<file path="src/rtl/core/bic_pkg.sv">
// Shared types, constants and helper functions of the burn-in care policy block.
package bic_pkg;

    localparam int unsigned TICK_MS      = 1000;
    localparam int unsigned MAX_NUDGE_PX = 16;
    localparam int unsigned PHASE_W      = $clog2(2 * MAX_NUDGE_PX);

    localparam int unsigned CFG_DW = 32;
    localparam int unsigned CFG_IW = 3;

    localparam logic [31:0] ALL_ONES        = 32'hFFFF_FFFF;
    localparam logic [31:0] TICK_MS_W       = 32'(TICK_MS);
    localparam logic [31:0] SOAK_MS_PER_MIN = 32'd60000;

    localparam logic [31:0] DEF_NUDGE_MS = 32'd60000;
    localparam logic [31:0] DEF_DIM_MS   = 32'd300000;
    localparam logic [31:0] DEF_BLANK_MS = 32'd600000;
    localparam logic [31:0] DEF_WARN_MS  = 32'd7200000;
    localparam logic [6:0]  DEF_DIM_PCT  = 7'd20;
    localparam logic [4:0]  DEF_AMP_PX   = 5'd2;
    localparam logic [6:0]  DEF_APP_PCT  = 7'd100;
    localparam logic [6:0]  PCT_MAX      = 7'd100;
    localparam logic [4:0]  AMP_MAX      = 5'(MAX_NUDGE_PX);

    // Register indexes of the configuration port.
    localparam logic [CFG_IW-1:0] REG_NUDGE_MS = 3'd0;
    localparam logic [CFG_IW-1:0] REG_DIM_MS   = 3'd1;
    localparam logic [CFG_IW-1:0] REG_BLANK_MS = 3'd2;
    localparam logic [CFG_IW-1:0] REG_WARN_MS  = 3'd3;
    localparam logic [CFG_IW-1:0] REG_DIM_PCT  = 3'd4;
    localparam logic [CFG_IW-1:0] REG_AMP_PX   = 3'd5;
    localparam logic [CFG_IW-1:0] REG_APP_PCT  = 3'd6;
    localparam logic [CFG_IW-1:0] REG_BL       = 3'd7;

    // Command codes.
    localparam logic [1:0] CMD_TICK  = 2'd0;
    localparam logic [1:0] CMD_TOUCH = 2'd1;
    localparam logic [1:0] CMD_SOAK  = 2'd2;

    typedef enum logic [2:0] {
        MODE_ACTIVE  = 3'd0,
        MODE_NUDGED  = 3'd1,
        MODE_DIMMED  = 3'd2,
        MODE_BLANKED = 3'd3,
        MODE_SOAKING = 3'd4
    } t_mode;

    // Effective configuration, with zero and oversize values already resolved.
    typedef struct packed {
        logic [31:0] nudge_ms;
        logic [31:0] dim_ms;
        logic [31:0] blank_ms;
        logic [31:0] warn_ms;
        logic [6:0]  dim_pct;
        logic [4:0]  amp_px;
        logic [6:0]  app_pct;
        logic        bl;
    } t_cfg;

    typedef struct packed {
        logic       vld;
        logic [6:0] pct;
    } t_app_wr;

    typedef struct packed {
        t_mode       mode;
        logic [4:0]  offset;
        logic [6:0]  backlight;
        logic        asleep;
        logic        fill;
        logic        warn;
        logic [31:0] still_ms;
        logic [31:0] soak_ms;
    } t_result;

    function automatic logic [6:0] pct_clip(input logic [6:0] v);
        return (v > PCT_MAX) ? PCT_MAX : v;
    endfunction

    function automatic logic [31:0] sat_tick(input logic [31:0] a);
        logic [32:0] s;
        s = {1'b0, a} + {1'b0, TICK_MS_W};
        return s[32] ? ALL_ONES : s[31:0];
    endfunction

endpackage

</file>
<file path="src/rtl/core/bic_cfg.sv">
// Configuration registers of the burn-in care policy, stored in resolved form.
module bic_cfg (
    input  logic                       i_clk,
    input  logic                       i_rst_n,
    input  logic                       i_cfg_we,
    input  logic [bic_pkg::CFG_IW-1:0] i_cfg_idx,
    input  logic [bic_pkg::CFG_DW-1:0] i_cfg_data,
    output bic_pkg::t_cfg              o_cfg,
    output bic_pkg::t_app_wr           o_app_wr
);
    import bic_pkg::*;

    t_cfg       r_cfg;
    logic [4:0] w_amp;
    logic [6:0] w_dim;

    always_comb begin
        w_amp = i_cfg_data[4:0];
        if (w_amp == 5'd0) begin
            w_amp = DEF_AMP_PX;
        end else if (w_amp > AMP_MAX) begin
            w_amp = AMP_MAX;
        end
        w_dim = (i_cfg_data[6:0] == 7'd0) ? DEF_DIM_PCT : pct_clip(i_cfg_data[6:0]);
    end

    always_ff @(posedge i_clk) begin
        if (!i_rst_n) begin
            r_cfg.nudge_ms <= DEF_NUDGE_MS;
            r_cfg.dim_ms   <= DEF_DIM_MS;
            r_cfg.blank_ms <= DEF_BLANK_MS;
            r_cfg.warn_ms  <= DEF_WARN_MS;
            r_cfg.dim_pct  <= DEF_DIM_PCT;
            r_cfg.amp_px   <= DEF_AMP_PX;
            r_cfg.app_pct  <= DEF_APP_PCT;
            r_cfg.bl       <= 1'b1;
        end else if (i_cfg_we) begin
            case (i_cfg_idx)
                REG_NUDGE_MS: r_cfg.nudge_ms <= (i_cfg_data == '0) ? DEF_NUDGE_MS : i_cfg_data;
                REG_DIM_MS:   r_cfg.dim_ms   <= (i_cfg_data == '0) ? DEF_DIM_MS : i_cfg_data;
                REG_BLANK_MS: r_cfg.blank_ms <= (i_cfg_data == '0) ? DEF_BLANK_MS : i_cfg_data;
                REG_WARN_MS:  r_cfg.warn_ms  <= (i_cfg_data == '0) ? DEF_WARN_MS : i_cfg_data;
                REG_DIM_PCT:  r_cfg.dim_pct  <= w_dim;
                REG_AMP_PX:   r_cfg.amp_px   <= w_amp;
                REG_APP_PCT:  r_cfg.app_pct  <= pct_clip(i_cfg_data[6:0]);
                REG_BL:       r_cfg.bl       <= i_cfg_data[0];
                default: begin
                end
            endcase
        end
    end

    assign o_cfg        = r_cfg;
    assign o_app_wr.vld = i_cfg_we && (i_cfg_idx == REG_APP_PCT);
    assign o_app_wr.pct = pct_clip(i_cfg_data[6:0]);

endmodule

</file>
<file path="src/rtl/core/bic_core.sv">
// Policy state registers, next-state logic for one command, and the result register.
module bic_core (
    input  logic              i_clk,
    input  logic              i_rst_n,
    input  logic              i_en,
    input  logic [1:0]        i_cmd,
    input  logic [15:0]       i_soak_minutes,
    input  bic_pkg::t_cfg     i_cfg,
    input  bic_pkg::t_app_wr  i_app_wr,
    output bic_pkg::t_result  o_res
);
    import bic_pkg::*;

    localparam int unsigned PW = PHASE_W + 1;

    // Remainder by restoring subtraction; the period is at least two.
    function automatic logic [PHASE_W-1:0] phase_mod(input logic [PW-1:0] v,
                                                     input logic [PW-1:0] p);
        logic [PW-1:0]   r;
        logic [2*PW-1:0] sh;
        r = v;
        for (int k = PW - 2; k >= 0; k--) begin
            sh = {{PW{1'b0}}, p} << k;
            if ({{PW{1'b0}}, r} >= sh) begin
                r = r - sh[PW-1:0];
            end
        end
        return r[PHASE_W-1:0];
    endfunction

    t_mode              r_mode, n_mode;
    logic [31:0]        r_static, n_static;
    logic [31:0]        r_since, n_since;
    logic [31:0]        r_soak, n_soak;
    logic [PHASE_W-1:0] r_phase, n_phase;
    logic [4:0]         r_offset, n_offset;
    logic               r_warned, n_warned;
    logic               r_asleep, n_asleep;
    logic [6:0]         r_bl_now, n_bl_now;
    t_result            r_res;

    logic               w_revive;
    logic               w_fill;
    logic               w_warn;
    logic [31:0]        w_st;
    logic [31:0]        w_sn;
    logic [PW-1:0]      w_period;
    logic [PW-1:0]      w_ph_inc;
    logic [PHASE_W-1:0] w_ph_new;
    logic [4:0]         w_off_new;
    logic [31:0]        w_soak_ms;

    always_comb begin
        w_st      = sat_tick(r_static);
        w_sn      = sat_tick(r_since);
        w_period  = PW'({1'b0, i_cfg.amp_px, 1'b0});
        w_ph_inc  = PW'({1'b0, r_phase}) + PW'(1);
        w_ph_new  = phase_mod(w_ph_inc, w_period);
        w_off_new = (PW'(w_ph_new) <= PW'(i_cfg.amp_px)) ? 5'(w_ph_new)
                                                          : 5'(w_period - PW'(w_ph_new));
        w_soak_ms = 32'({16'd0, i_soak_minutes} * SOAK_MS_PER_MIN);

        n_mode   = r_mode;
        n_static = r_static;
        n_since  = r_since;
        n_soak   = r_soak;
        n_phase  = r_phase;
        n_offset = r_offset;
        n_warned = r_warned;
        n_asleep = r_asleep;
        n_bl_now = r_bl_now;
        w_revive = 1'b0;
        w_fill   = 1'b0;
        w_warn   = 1'b0;

        case (i_cmd)
            CMD_TICK: begin
                n_static = w_st;
                n_since  = w_sn;
                if (r_mode == MODE_SOAKING) begin
                    n_soak = (r_soak > TICK_MS_W) ? r_soak - TICK_MS_W : 32'd0;
                    if (n_soak == 32'd0) begin
                        n_static = 32'd0;
                        n_since  = 32'd0;
                        w_revive = 1'b1;
                    end
                end else if (w_st >= i_cfg.blank_ms) begin
                    if (r_mode != MODE_BLANKED) begin
                        if (i_cfg.bl) begin
                            n_bl_now = 7'd0;
                        end
                        n_offset = 5'd0;
                        n_phase  = '0;
                        n_asleep = 1'b1;
                        n_mode   = MODE_BLANKED;
                    end
                end else begin
                    // Dimming only ever lowers the backlight.
                    if (w_st >= i_cfg.dim_ms && r_mode != MODE_DIMMED && i_cfg.bl) begin
                        if (i_cfg.dim_pct < i_cfg.app_pct) begin
                            n_bl_now = i_cfg.dim_pct;
                        end
                        n_mode = MODE_DIMMED;
                    end
                    if (i_cfg.nudge_ms != ALL_ONES && w_st >= i_cfg.nudge_ms
                            && w_sn >= i_cfg.nudge_ms) begin
                        n_phase  = w_ph_new;
                        n_offset = w_off_new;
                        n_since  = 32'd0;
                        if (n_mode == MODE_ACTIVE) begin
                            n_mode = MODE_NUDGED;
                        end
                    end
                    if (!r_warned && i_cfg.warn_ms != ALL_ONES && w_st >= i_cfg.warn_ms) begin
                        n_warned = 1'b1;
                        w_warn   = 1'b1;
                    end
                end
            end
            CMD_TOUCH: begin
                n_static = 32'd0;
                n_since  = 32'd0;
                n_warned = 1'b0;
                if (r_mode != MODE_SOAKING) begin
                    w_revive = 1'b1;
                end
            end
            CMD_SOAK: begin
                if (i_soak_minutes == 16'd0) begin
                    if (r_mode == MODE_SOAKING) begin
                        w_revive = 1'b1;
                    end
                end else begin
                    if (i_cfg.bl) begin
                        n_bl_now = 7'd0;
                    end
                    n_asleep = 1'b0;
                    n_offset = 5'd0;
                    n_phase  = '0;
                    n_mode   = MODE_SOAKING;
                    n_soak   = w_soak_ms;
                    w_fill   = 1'b1;
                end
            end
            default: begin
            end
        endcase

        // Reviving is always the last state change of a command.
        if (w_revive) begin
            if (r_offset != 5'd0) begin
                n_offset = 5'd0;
                n_phase  = '0;
            end
            n_asleep = 1'b0;
            if (i_cfg.bl && r_mode != MODE_ACTIVE) begin
                n_bl_now = i_cfg.app_pct;
            end
            n_mode = MODE_ACTIVE;
            n_soak = 32'd0;
        end
    end

    always_ff @(posedge i_clk) begin
        if (!i_rst_n) begin
            r_mode   <= MODE_ACTIVE;
            r_static <= 32'd0;
            r_since  <= 32'd0;
            r_soak   <= 32'd0;
            r_phase  <= '0;
            r_offset <= 5'd0;
            r_warned <= 1'b0;
            r_asleep <= 1'b0;
            r_bl_now <= DEF_APP_PCT;
        end else if (i_en) begin
            r_mode   <= n_mode;
            r_static <= n_static;
            r_since  <= n_since;
            r_soak   <= n_soak;
            r_phase  <= n_phase;
            r_offset <= n_offset;
            r_warned <= n_warned;
            r_asleep <= n_asleep;
            r_bl_now <= n_bl_now;
        end else if (i_app_wr.vld && i_cfg.bl
                     && (r_mode == MODE_ACTIVE || r_mode == MODE_NUDGED)) begin
            // An app level write is kept while not dimmed or dark and no step runs.
            r_bl_now <= i_app_wr.pct;
        end
    end

    always_ff @(posedge i_clk) begin
        if (i_en) begin
            r_res.mode      <= n_mode;
            r_res.offset    <= n_offset;
            r_res.backlight <= n_bl_now;
            r_res.asleep    <= n_asleep;
            r_res.fill      <= w_fill;
            r_res.warn      <= w_warn;
            r_res.still_ms  <= n_static;
            r_res.soak_ms   <= n_soak;
        end
    end

    assign o_res = r_res;

endmodule

</file>
<file path="src/rtl/core/display_burn_in_care_policy.sv">
// A transaction accepted into the input register passes through the policy update
// and is held in the result register, from which the receiver takes it.
// Throughput: one command per cycle while the output is not stalled; the input
// register takes a new transaction every cycle while the result register drains.
// Reset is synchronous and active low: it empties the pipeline, returns the policy
// state to active with cleared counters, and loads the register defaults.
module display_burn_in_care_policy (
    input  logic                       i_clk,
    input  logic                       i_rst_n,
    input  logic                       i_in_valid,
    output logic                       o_in_stall,
    input  logic [1:0]                 i_cmd,
    input  logic [15:0]                i_soak_minutes,
    output logic                       o_out_valid,
    input  logic                       i_out_stall,
    output logic [2:0]                 o_mode,
    output logic [4:0]                 o_scroll_offset,
    output logic [6:0]                 o_backlight_level,
    output logic                       o_panel_asleep,
    output logic                       o_fill_black,
    output logic                       o_warn_pulse,
    output logic [31:0]                o_static_ms,
    output logic [31:0]                o_soak_remaining_ms,
    input  logic                       i_cfg_we,
    input  logic [bic_pkg::CFG_IW-1:0] i_cfg_idx,
    input  logic [bic_pkg::CFG_DW-1:0] i_cfg_data
);
    import bic_pkg::*;

    t_cfg        w_cfg;
    t_app_wr     w_app_wr;
    t_result     w_res;

    logic        r_s1_vld, n_s1_vld;
    logic [1:0]  r_s1_cmd;
    logic [15:0] r_s1_min;
    logic        r_out_vld, n_out_vld;
    logic        w_adv;
    logic        w_in_acc;
    logic        w_step;

    // The input register moves on whenever the result register is free or being taken.
    assign w_adv      = !r_out_vld || !i_out_stall;
    assign o_in_stall = r_s1_vld && !w_adv;
    assign w_in_acc   = i_in_valid && !o_in_stall;
    assign w_step     = r_s1_vld && w_adv;
    assign n_s1_vld   = w_in_acc || (r_s1_vld && !w_adv);
    assign n_out_vld  = w_step || (r_out_vld && i_out_stall);

    always_ff @(posedge i_clk) begin
        if (!i_rst_n) begin
            r_s1_vld  <= 1'b0;
            r_out_vld <= 1'b0;
        end else begin
            r_s1_vld  <= n_s1_vld;
            r_out_vld <= n_out_vld;
        end
    end

    always_ff @(posedge i_clk) begin
        if (w_in_acc) begin
            r_s1_cmd <= i_cmd;
            r_s1_min <= i_soak_minutes;
        end
    end

    bic_cfg u_cfg (
        .i_clk      (i_clk),
        .i_rst_n    (i_rst_n),
        .i_cfg_we   (i_cfg_we),
        .i_cfg_idx  (i_cfg_idx),
        .i_cfg_data (i_cfg_data),
        .o_cfg      (w_cfg),
        .o_app_wr   (w_app_wr)
    );

    bic_core u_core (
        .i_clk          (i_clk),
        .i_rst_n        (i_rst_n),
        .i_en           (w_step),
        .i_cmd          (r_s1_cmd),
        .i_soak_minutes (r_s1_min),
        .i_cfg          (w_cfg),
        .i_app_wr       (w_app_wr),
        .o_res          (w_res)
    );

    assign o_out_valid         = r_out_vld;
    assign o_mode              = w_res.mode;
    assign o_scroll_offset     = w_res.offset;
    assign o_backlight_level   = w_res.backlight;
    assign o_panel_asleep      = w_res.asleep;
    assign o_fill_black        = w_res.fill;
    assign o_warn_pulse        = w_res.warn;
    assign o_static_ms         = w_res.still_ms;
    assign o_soak_remaining_ms = w_res.soak_ms;

endmodule
</file>
<file path="config.mk">
export PLATFORM = sky130hd
export DESIGN_NAME = display_burn_in_care_policy
export DESIGN_NICKNAME = d
export VERILOG_FILES = /design/src/rtl/core/bic_pkg.sv /design/src/rtl/core/bic_cfg.sv /design/src/rtl/core/bic_core.sv /design/src/rtl/core/display_burn_in_care_policy.sv
export SDC_FILE = /design/constraint.sdc
export NUM_CORES = 1
export LEC_CHECK = 0
export CAP_MARGIN = 20
export CORE_MARGIN = 8
export CORE_UTILIZATION = 66
export CTS_CLUSTER_DIAMETER = 60
export DETAILED_ROUTE_END_ITERATION = 16
export DONT_BUFFER_PORTS = 1
export PLACE_DENSITY = 0.82
export SYNTH_ARGS = -nofsm -noshare
export SYNTH_HDL_FRONTEND = slang
export SYNTH_SLANG_ARGS = --single-unit
</file>
<file path="constraint.sdc">
create_clock -name i_clk -period 13.4 [get_ports i_clk]
set_input_delay 2.68 -clock i_clk [delete_from_list [all_inputs] [get_ports i_clk]]
set_output_delay 2.68 -clock i_clk [all_outputs]
set_load 0.01 [all_outputs]
</file>
# Word level (Yosys, flattened, before mapping)
# Cells that the tools add are included.
dict set report op_classes {
  add_sub_neg 10
  n_mul 1
  div 0
  order_cmp 15
  eq_ne 19
  n_shift 0
  mux 87
  bitwise_logic 1
  n_reduce_logical 47
}
# cell count
set ops {}
lappend ops {{32-bit 2-to-1 mux} 16}
lappend ops {{32-bit one-hot mux with 2 select lines} 3}
lappend ops {{32-bit greater-or-equal comparator} 5}
lappend ops {{7-bit 2-to-1 mux} 13}
lappend ops {{5-bit 2-to-1 mux} 18}
lappend ops {{32-bit by 10-bit adder with 33-bit output (second input constant)} 2}
lappend ops {{32-bit logical NOT} 2}
lappend ops {{32-bit inequality test (second input constant)} 2}
lappend ops {{3-bit 2-to-1 mux} 11}
lappend ops {{32-bit by 10-bit greater-than comparator with 1-bit output (second input constant)} 1}
lappend ops {{32-bit by 10-bit subtractor with 32-bit output (second input constant)} 1}
lappend ops {{16-bit by 11-bit multiplier with 27-bit output (second input constant)} 1}
lappend ops {{6-bit 2-to-1 mux} 4}
lappend ops {{6-bit subtractor} 4}
lappend ops {{5-bit one-hot mux with 2 select lines} 2}
lappend ops {{2-bit AND reduction} 9}
lappend ops {{16-bit logical NOT} 1}
lappend ops {{3-bit == test (second input constant)} 5}
lappend ops {{1-bit 2-to-1 mux} 15}
lappend ops {{1-bit logical AND} 14}
lappend ops {{7-bit one-hot mux with 2 select lines} 1}
lappend ops {{6-bit by 10-bit greater-or-equal comparator with 1-bit output} 1}
lappend ops {{5-bit subtractor} 2}
lappend ops {{6-bit by 9-bit greater-or-equal comparator with 1-bit output} 1}
lappend ops {{31 further kinds} 46}
dict set report totals {
  ff_bits 368
  latch_bits 0
  ram_bits 0
  mem_bits_ro 0
  input_bits 58
  output_inout_bits 84
  elab_cells 209
  n_memories 0
}

# Longest topological paths before layout
# Gate-level depths: netlist of run 1.
dict set report depth {
  depth_word 19
  mapped_depth 41
  ltp_nobuf 40
}

# Hierarchy
# From an unflattened synthesis of run 1, not the netlist that was laid out.
dict set report hier_totals {
  hier_cells 3046
  area_unflattened_um2 25913.6
}
# module n_inst cells_per_inst area_per_inst_um2 seq_area_each_um2
set modules_own_cells {}
lappend modules_own_cells {bic_core 1 2326 19666.4 4824.6}
lappend modules_own_cells {bic_cfg 1 694 5622.9 2962.8}
lappend modules_own_cells {display_burn_in_care_policy 1 26 624.3 580.6}

# Worst setup path after synthesis of run 1
# Ideal clock, no wire load.
dict set report synth_timing {
  path_kind {register to register}
  from {register u_core.r_phase[2]}
  to {register u_core.r_res, in the netlist u_core.o_res[76] (data pin)}
  setup_time_ns 0.254
  arrival_ns 7.837
  t_required_ns 13.146
  setup_slack_ns 5.309
  stages_incl_launch_ff 41
  path_buffers 1
  period_less_slack_ns 8.091
  cell_sequence {dfxtp_1 -> clkbuf_1 -> and3_1 -> nand3_1 -> ha_1 -> nand4b_1 -> a211oi_1 -> mux2i_1 -> ha_1 -> nor2_1 -> o21ai_0 -> o21a_1 -> and2_1 -> ha_1 -> and4_1 -> o221ai_1 -> mux2_2 -> inv_1 -> [5 not listed] -> mux2_2 -> inv_1 -> ha_1 -> nor2b_1 -> o21ai_0 -> a31oi_1 -> nand2_1 -> o21a_1 -> ha_1 -> nor2b_1 -> o21ai_0 -> a21oi_1 -> o21a_1 -> o22ai_1 -> mux2_2 -> o21ai_0 -> a21oi_1 -> o21a_1}
}
dict set report synth_between {
  elab_chain_len 19
  word_cells_on_any_way 25
  cone_classes {add/sub (7); order compare (6); mux (12)}
}
# element line_no
set synth_rtl {}
lappend synth_rtl {{from (decl)} bic_core.sv:35} ;# logic [PHASE_W-1:0] r_phase, n_phase;
lappend synth_rtl {{from (signal assigned)} bic_core.sv:180} ;# r_phase <= n_phase;
lappend synth_rtl {{5-bit by 1-bit adder with 6-bit output (*)} bic_core.sv:57} ;# w_ph_inc = PW'({1'b0, r_phase}) + PW'(1);
lappend synth_rtl {{6-bit by 10-bit greater-or-equal comparator with 1-bit output or 6-bit subtractor (tied branches)} {bic_core.sv:24, bic_core.sv:25}}
lappend synth_rtl {{6-bit 2-to-1 mux (*)} bic_core.sv:24} ;# if ({{PW{1'b0}}, r} >= sh) begin
lappend synth_rtl {{6-bit by 9-bit greater-or-equal comparator with 1-bit output or 6-bit subtractor (tied branches)} {bic_core.sv:24, bic_core.sv:25}}
lappend synth_rtl {{6-bit 2-to-1 mux (*)} bic_core.sv:24}
lappend synth_rtl {{6-bit by 8-bit greater-or-equal comparator with 1-bit output or 6-bit subtractor (tied branches)} {bic_core.sv:24, bic_core.sv:25}}
lappend synth_rtl {{6-bit 2-to-1 mux (*)} bic_core.sv:24}
lappend synth_rtl {{6-bit subtractor or 6-bit by 7-bit greater-or-equal comparator with 1-bit output (tied branches)} {bic_core.sv:25, bic_core.sv:24}}
lappend synth_rtl {{[4 not listed]} --}
lappend synth_rtl {{5-bit 2-to-1 mux (*)} bic_core.sv:59} ;# w_off_new = (PW'(w_ph_new) <= PW'(i_cfg.amp_px)) ? 5'(w_ph_new)
lappend synth_rtl {{5-bit 2-to-1 mux (*)} bic_core.sv:105} ;# if (i_cfg.nudge_ms != ALL_ONES && w_st >= i_cfg.nudge_ms
lappend synth_rtl {{5-bit 2-to-1 mux (*)} bic_core.sv:87} ;# end else if (w_st >= i_cfg.blank_ms) begin
lappend synth_rtl {{5-bit 2-to-1 mux (*)} bic_core.sv:80} ;# if (r_mode == MODE_SOAKING) begin
lappend synth_rtl {{5-bit one-hot mux with 2 select lines (*)} bic_core.sv:76} ;# case (i_cmd)
lappend synth_rtl {{5-bit 2-to-1 mux} bic_core.sv:151} ;# if (r_offset != 5'd0) begin
lappend synth_rtl {{5-bit 2-to-1 mux (*)} bic_core.sv:150} ;# if (w_revive) begin
lappend synth_rtl {{net u_core.n_offset[2]} bic_core.sv:36} ;# logic [4:0] r_offset, n_offset;
lappend synth_rtl {{to (decl)} bic_core.sv:40} ;# t_result r_res;
# The timed path passes the listed nets; every way through them passes the cells marked *.
# A chain may end at the register's enable or synchronous reset.

# Worst setup path in the final report of run 1
dict set report layout_timing {
  from {register u_core.r_phase[0]}
  to {register u_core.r_res, in the netlist u_core.o_res[76] (data pin)}
}
# Same word-level chain as after synthesis.

==> metrics.md, run 1 <==
| Metric | Value |
|---|---|
| Post-synth top cells | `nand2_1 (461), ha_1 (278), dfxtp_1 (268)` |
| Post-synth top flop | `dfxtp_1` |
| Initial DRC Count | `approximately 2400` |
| Critical Path Source Type | `flop` |
| Final period util | `0.700` |
| Initial Util | `0.666` |
| Final Critical Period | `9.38 ns` |
| Num CTS Buffers | `43` |
| Per-cell routed wire length | `21.0 microns` |
| Crit path max fanout | `12` |
| FF+latch count, synth | `368` |
| Area growth syn-to-layout | `6.90%` |
| Placed cells | `3321` |
| Power per cell area | `142 mW/mm^2` |
| Die W | `210 microns` |
| Post-synth EDFFs | `100` |
| IO Port Bufs | `0` |
| Largest family of logic cells by synthesized area | `compound AO/OA/AOI/OAI gates` |
| YS warnings | `0` |
| # DRC | `0` |
| CP Data Required Time | `about 14 ns` |
| Post-synthesis mux area share | `0.0102` |
| Final setup TNS | `0 ns` |
| Count of final hold-check violations | `0` |
| Simple-gate share of the synthesized area | `0.186` |
| Io pins | `approximately 140` |
| CP arrival | `9.71 ns` |
| Critical path's largest stage delay | `about 0.61 ns` |
| Via density | `6.47` |
| Remaining antenna violation count | `0` |
| FMAX | `0.107 GHz` |
| Gr usage total | `0.314` |
| Core region area | `0.0375 sq mm` |
| Most frequent cell after synthesis | `nand2_1` |
| # setup viols final | `0` |
| Compound-cell area share of the yosys netlist | `0.194` |
| Final net count | `3259` |
| Placer congestion estimate | `0.975` |
| Max VDD drop | `0.140 mV` |
| Leakage | `around 0.011 uW` |
| Router iterations before antenna repair | `7` |
| CTS root buf | `clkbuf_16` |
| Worst Path Buf+Inv | `3` |
| Cell family with most CP delay | `compound AO/OA/AOI/OAI gates` |
| Die ar. | `0.0443 sq mm` |
| Final WL | `71500 microns` |
| First-pass GRT wire length | `around 110000 microns` |
| Cell Rows | `71` |
| Die H | `210 microns` |
| Number of global-route vias before repair | `21400` |
| Post-synthesis adder-cell area fraction | `0.191` |
| Gr ovfl total | `0` |
| Via count | `about 22000` |
| Post-Syn Nets | `3333` |
| Syn Area/Cell | `8.52 sq um` |
| Post-synth top area share | `0.215` |
| Layout Skew | `0.0293 ns` |
| Worst hold path class | `flop to flop` |
| Synth top area cells | `dfxtp_1 (21%), ha_1 (14%), edfxtp_1 (12%), nand2_1 (6.9%), a21oi_1 (5.3%)` |
| Status | `finished clean` |
| Worst-Skew Late Latency | `0.59 ns` |
| Final std cells w/o fill | `3404` |
| Synth Instances | `2932` |
| Synth area leader | `dfxtp_1` |
| Max Cap Violations | `0` |
| Post-Synth XOR/XNOR Area | `0.0249` |
| Async S/R FF share, synth | `0` |
| CP max stage cell | `dfxtp_1` |
| Setup Buffers After CTS | `0` |
| Count of cell types in the netlist | `89` |
| Post-CTS Hold Buffers | `0` |
| Least-Margin Pin Slew | `1.15 ns` |
| Worst Setup End Kind | `flop` |
| Relative slew slack | `0.232` |
| H-tree levels | `2` |
| TritonCTS clock tree | `yes` |
| Worst-path clk slew | `0.06 ns` |
| RSZ-0062 raised after global routing | `false` |
| Synthesized cell area | `0.0250 sq mm` |
| Layout cells sized above 1 | `0.0522` |
| Initial antenna violation count | `2` |
| Largest net degree at the start of global routing | `97` |
| CTS Buffer Depth | `3` |
| Clock Sink Count | `368` |
| Final Max Tran Viols | `0` |
| WS Path Type | `flop to flop` |
| Seq/Total Area, Yosys | `0.335` |
| Post_cts resized | `0` |
| Dpl hpwl | `52700 microns` |
-- registers in the layout, summed over array words and instances, names as in the netlist, 2 cells and up --
signal / cells
u_core.r_bl_now: 7
u_cfg.o_cfg: 148
u_core.r_mode: 3
u_core.o_res: 82
u_core.r_offset: 5
u_core.r_since: 32
u_core.r_phase: 5
r_s1_cmd: 2
u_core.r_soak: 32
r_s1_min: 16
u_core.r_static: 32
-- worst paths after layout --
kind	end	slack, ns	startpoint	cells after the start
setup / recovery	u_core.o_res[76]	4.02	u_core.r_phase[0]	37
hold / removal	u_cfg.o_cfg[87]	0.45	u_cfg.o_cfg[87]	2
setup reg to reg	u_core.o_res[76]	4.02	u_core.r_phase[0]	37
hold reg to reg	u_cfg.o_cfg[87]	0.45	u_cfg.o_cfg[87]	2
-- cell type report --
type | instances | area [sq um]
multi-input combinational | 2190 | 15200
fill | 2858 | 10800
sequential | 368 | 8370
clock buffer | 57 | 1220
inverter | 226 | 853
tap | 511 | 639
timing repair buffer | 29 | 246
clock inverter | 21 | 181
antenna | 2 | 5.00
-- layout by cell type (no fill, tap or decap), types with 13 or more instances in the layout --
cell,instances
a211oi_1,21
a21o_1,38
a21oi_1,265
a22o_1,37
a22oi_1,45
a31oi_1,20
and3_1,19
buf_4,25
clkbuf_16,44
dfxtp_1,268
edfxtp_1,100
fa_1,65
ha_1,278
inv_1,224
mux2i_1,13
nand2_1,460
nand2b_1,15
nand3_1,78
nand4_1,58
nor2_1,197
nor2b_1,23
nor3_1,41
nor4_1,23
o211ai_1,44
o21a_1,28
o21ai_0,113
o31ai_1,24
or3_1,20
xnor2_1,37
xor2_1,34
-- metrics by stage --
| stage | area [sq um] | hold WS, ns | total power, uW | utilization | setup slack, ns |
|---|---|---|---|---|---|
| final | 26700 | 0.453 | 3790 | 0.712 | 4.02 |
| after global routing | 26700 | 0.479 | 3970 | 0.712 | 3.22 |
| after CTS | 26600 | 0.454 | 3770 | 0.711 | 4.16 |
| after detailed placement | 25200 | 0.447 | 2600 | 0.673 | 4.19 |
| after global placement | 25200 | 0.443 | 2570 | 0.673 | 4.43 |
| after floorplan | 25000 | 0.431 | 2240 | - | 5.31 |
-- where the power goes --
part	switching, uW	internal (uW)	total [uW]
combinational	849	519	1370
clock	504	667	1170
sequential	56.9	1200	1250
total	1410	2380	3790
-- kinds of logic (layout without fill, tap and decap cells) --
group | after synthesis | in the layout
fa+ha+maj | 343 | 343
buf+inv | 374 | 333
other cells | 0 | 2
flops | 368 | 368
compound gates | 746 | 746
simple gates | 1006 | 1006
xor+xnor | 71 | 71
mux | 24 | 24
-- metal layers --
layer / vias to the layer above / track usage / wire, microns
met4: 0 / 0.149 / 3020
met3: 208 / 0.0599 / 6220
met1: 10500 / 0.396 / 29000
met2: 1004 / 0.516 / 33300
met5: - / 0 / 0
li1: 10300 / - / -
-- worst reg2reg max path, delay by kind of cell, from the launching register on --
family | cells | cell delay [ns]
multiplexers | 4 | 1.71
flip-flops | 1 | 0.61
XOR/XNOR | 1 | 0.27
AO/OA/AOI/OAI | 18 | 3.98
AND/OR/NAND/NOR | 5 | 0.63
buffers and inverters | 3 | 0.19
adder cells (fa/ha/maj) | 6 | 1.76
Power figures use the tool's default switching activity.
==> inputs of run 2 (changes only) <==
CORE_UTILIZATION = 65   (was 66)
PLACE_DENSITY = 0.81   (was 0.82)
clock period = 8.7 ns   (was 13.4 ns; I/O delays follow)
==> run 2 against run 1 <==
  * Combinational power grew 57%
  * Via count grew 0.36%
  * Maximum frequency grew 16%
  * Final cell count grew 0.24%
  * Design area grew 0.65%
  * Clock power grew 57%
  * First-iteration DRC count shrank 2.5%
  * Clock skew shrank 0.0040 ns
  * Register-to-register slack lost 3.4 ns
  * Clock-buffer cell count shrank 5
  * Worst setup slack lost 3.4 ns
  * Die area grew 1.4%
==> metrics.md, run 2 (synthesized netlist as in run 1, its figures left out) <==
| Metric | Value |
|---|---|
| Final WL | `72900 microns (+2.0%)` |
| CTS root buf | `clkbuf_16` |
| Status | `finished clean` |
| N_diodes | `0 (-2)` |
| Max reg flops | `148 (unchanged)` |
| Setup Buffers After CTS | `0 (unchanged)` |
| Max VDD drop | `0.174 mV (+25%)` |
| CP Data Required Time | `9.04 ns (-4.69 ns)` |
| Via count | `22100 (+0.36%)` |
| RSZ-0062 raised after global routing | `false` |
| Core region area | `0.0378 sq mm (+0.71%)` |
| Number of global-route vias before repair | `21700 (+1.1%)` |
| CP arrival | `8.43 ns (-1.28 ns)` |
| # DRC | `0 (unchanged)` |
| CTS Buffer Depth | `3 (unchanged)` |
| IO Port Bufs | `0 (unchanged)` |
| Crit path max fanout | `10 (-2)` |
| Final Critical Period | `8.09 ns (-1.30 ns)` |
| Critical Path Source Type | `flop` |
| Final worst-path setup slack | `0.614 ns (-3.40 ns)` |
| Via density | `6.48 (+0.12%)` |
| TritonCTS clock tree | `yes` |
| Final net count | `3268 (+0.28%)` |
| Die W | `212 microns (+0.71%)` |
| First-pass GRT wire length | `115000 microns (+2.2%)` |
| H-tree levels | `2 (unchanged)` |
| Worst hold path class | `flop to flop` |
| Post_cts resized | `0 (unchanged)` |
| Worst Setup End Kind | `flop` |
| WS Path Type | `flop to flop` |
| Reg area | `0.00837 sq mm (about the same)` |
| Placed cells | `3330 (+0.27%)` |
| Area of the multi-input gates | `0.0152 sq mm (+0.33%)` |
| Final std cells w/o fill | `3412 (+0.24%)` |
| Worst path depth | `37 (unchanged)` |
| Layout cells sized above 1 | `0.0596 (+0.00740)` |
| Die H | `212 microns (+0.71%)` |
| Largest net degree at the start of global routing | `101 (+4.1%)` |
| Initial antenna violation count | `2 (unchanged)` |
| Relative slew slack | `0.199 (-0.0330)` |
| Reg2Reg Depth | `37 (unchanged)` |
| Io pins | `142 (unchanged)` |
| Placer congestion estimate | `0.970 (-0.44%)` |
| Gr usage total | `0.319 (+0.00545)` |
| Clock Sink Count | `368 (unchanged)` |
| Dpl hpwl | `54100 microns (+2.7%)` |
| Max Cap Violations | `0 (unchanged)` |
| Worst-path clk slew | `0.06 ns (about the same)` |
| Critical path's largest stage delay | `0.42 ns (-0.19 ns)` |
| Post-CTS Hold Buffers | `0 (unchanged)` |
| Initial DRC Count | `2330 (-2.5%)` |
| Worst-Skew Late Latency | `0.60 ns (about the same)` |
| Most frequent cells in the layout | `nand2_1 (460), ha_1 (278), a21oi_1 (265), dfxtp_1 (264), inv_1 (224)` |
| Leakage | `0.0112 uW (+0.75%)` |
| Num CTS Buffers | `43 (unchanged)` |
| Hold depth | `2 (unchanged)` |
| Final setup TNS | `0 ns (unchanged)` |
| Fill count | `2931 (+2.6%)` |
| Final period util | `0.929 (+0.229)` |
| Cell Rows | `71 (unchanged)` |
| Die ar. | `0.0449 sq mm (+1.4%)` |
| Initial Util | `0.661 (-0.00470)` |
| Per-cell routed wire length | `21.4 microns (+1.7%)` |
| Router iterations before antenna repair | `7 (unchanged)` |
| Least-Margin Pin Slew | `1.17 ns (+0.0192 ns)` |
| # setup viols final | `0 (unchanged)` |
| Worst Path Buf+Inv | `4 (+1)` |
| Gr ovfl total | `0 (unchanged)` |
| Leading cell type in the layout, fill and taps excluded | `nand2_1` |
| Count of final hold-check violations | `0 (unchanged)` |
| Power per cell area | `220 mW/mm^2 (+55%)` |
| FMAX | `0.124 GHz (+16%)` |
| CP max stage cell | `dfxtp_2` |
| Hold slack | `0.455 ns (+0.00237 ns)` |
| Layout Skew | `0.0253 ns (-0.00399 ns)` |
| Cell family with most CP delay | `compound AO/OA/AOI/OAI gates` |
| Remaining antenna violation count | `0 (unchanged)` |
| Cell mode on critical path | `ha_1` |
| Final Max Tran Viols | `0 (unchanged)` |
| Area growth syn-to-layout | `7.59%` |
| Pre-CTS setup slack | `0.148 ns (-4.04 ns)` |
## run 2: worst register-to-register path: cells and delay by family, from the launching register on
family / cells / cell delay [ns]
AOI/OAI and AO/OA: 13 / 2.36
adders and majority gates: 6 / 1.65
muxes: 4 / 1.36
and+or+nand+nor: 9 / 1.35
buffers and inverters: 4 / 0.47
DFF: 1 / 0.42
xor gates and xnor gates: 1 / 0.22
## run 2: where the power goes
group	internal, uW	switching, uW
Clock	1060	786
Combinational	830	1320
Sequential	1840	88.6
## run 2: stage by stage
step	cell area (sq um)	utilization	total power, uW
after floorplan	25000	-	3450
after global placement	25300	0.670	3980
after detailed placement	25300	0.670	4040
after CTS	26800	0.709	5880
after global routing	26900	0.711	6210
final	26900	0.711	5920
## run 2: routing by layer
layer	track usage	vias to the layer above	wire length (microns)
met4	0.152	2	3360
met3	0.0614	221	6050
met1	0.401	10600	29500
li1	-	10300	-
met5	0	-	13
met2	0.526	987	34000
## run 2: final timing paths
check	end	slack, ns	start
max	u_core.o_res[76]	0.61	u_core.r_phase[1]
min	u_cfg.o_cfg[63]	0.46	u_cfg.o_cfg[63]
max reg2reg	u_core.o_res[76]	0.61	u_core.r_phase[1]
min reg2reg	u_cfg.o_cfg[63]	0.46	u_cfg.o_cfg[63]
## run 2: area by class of cell
type | instances | share of cell area
clock inverter | 27 | 0.0106
tap | 511 | 0.0238
inverter | 226 | 0.0318
clock buffer | 52 | 0.0432
sequential | 368 | 0.312
timing repair buffer | 38 | 0.0122
multi-input combinational | 2190 | 0.567
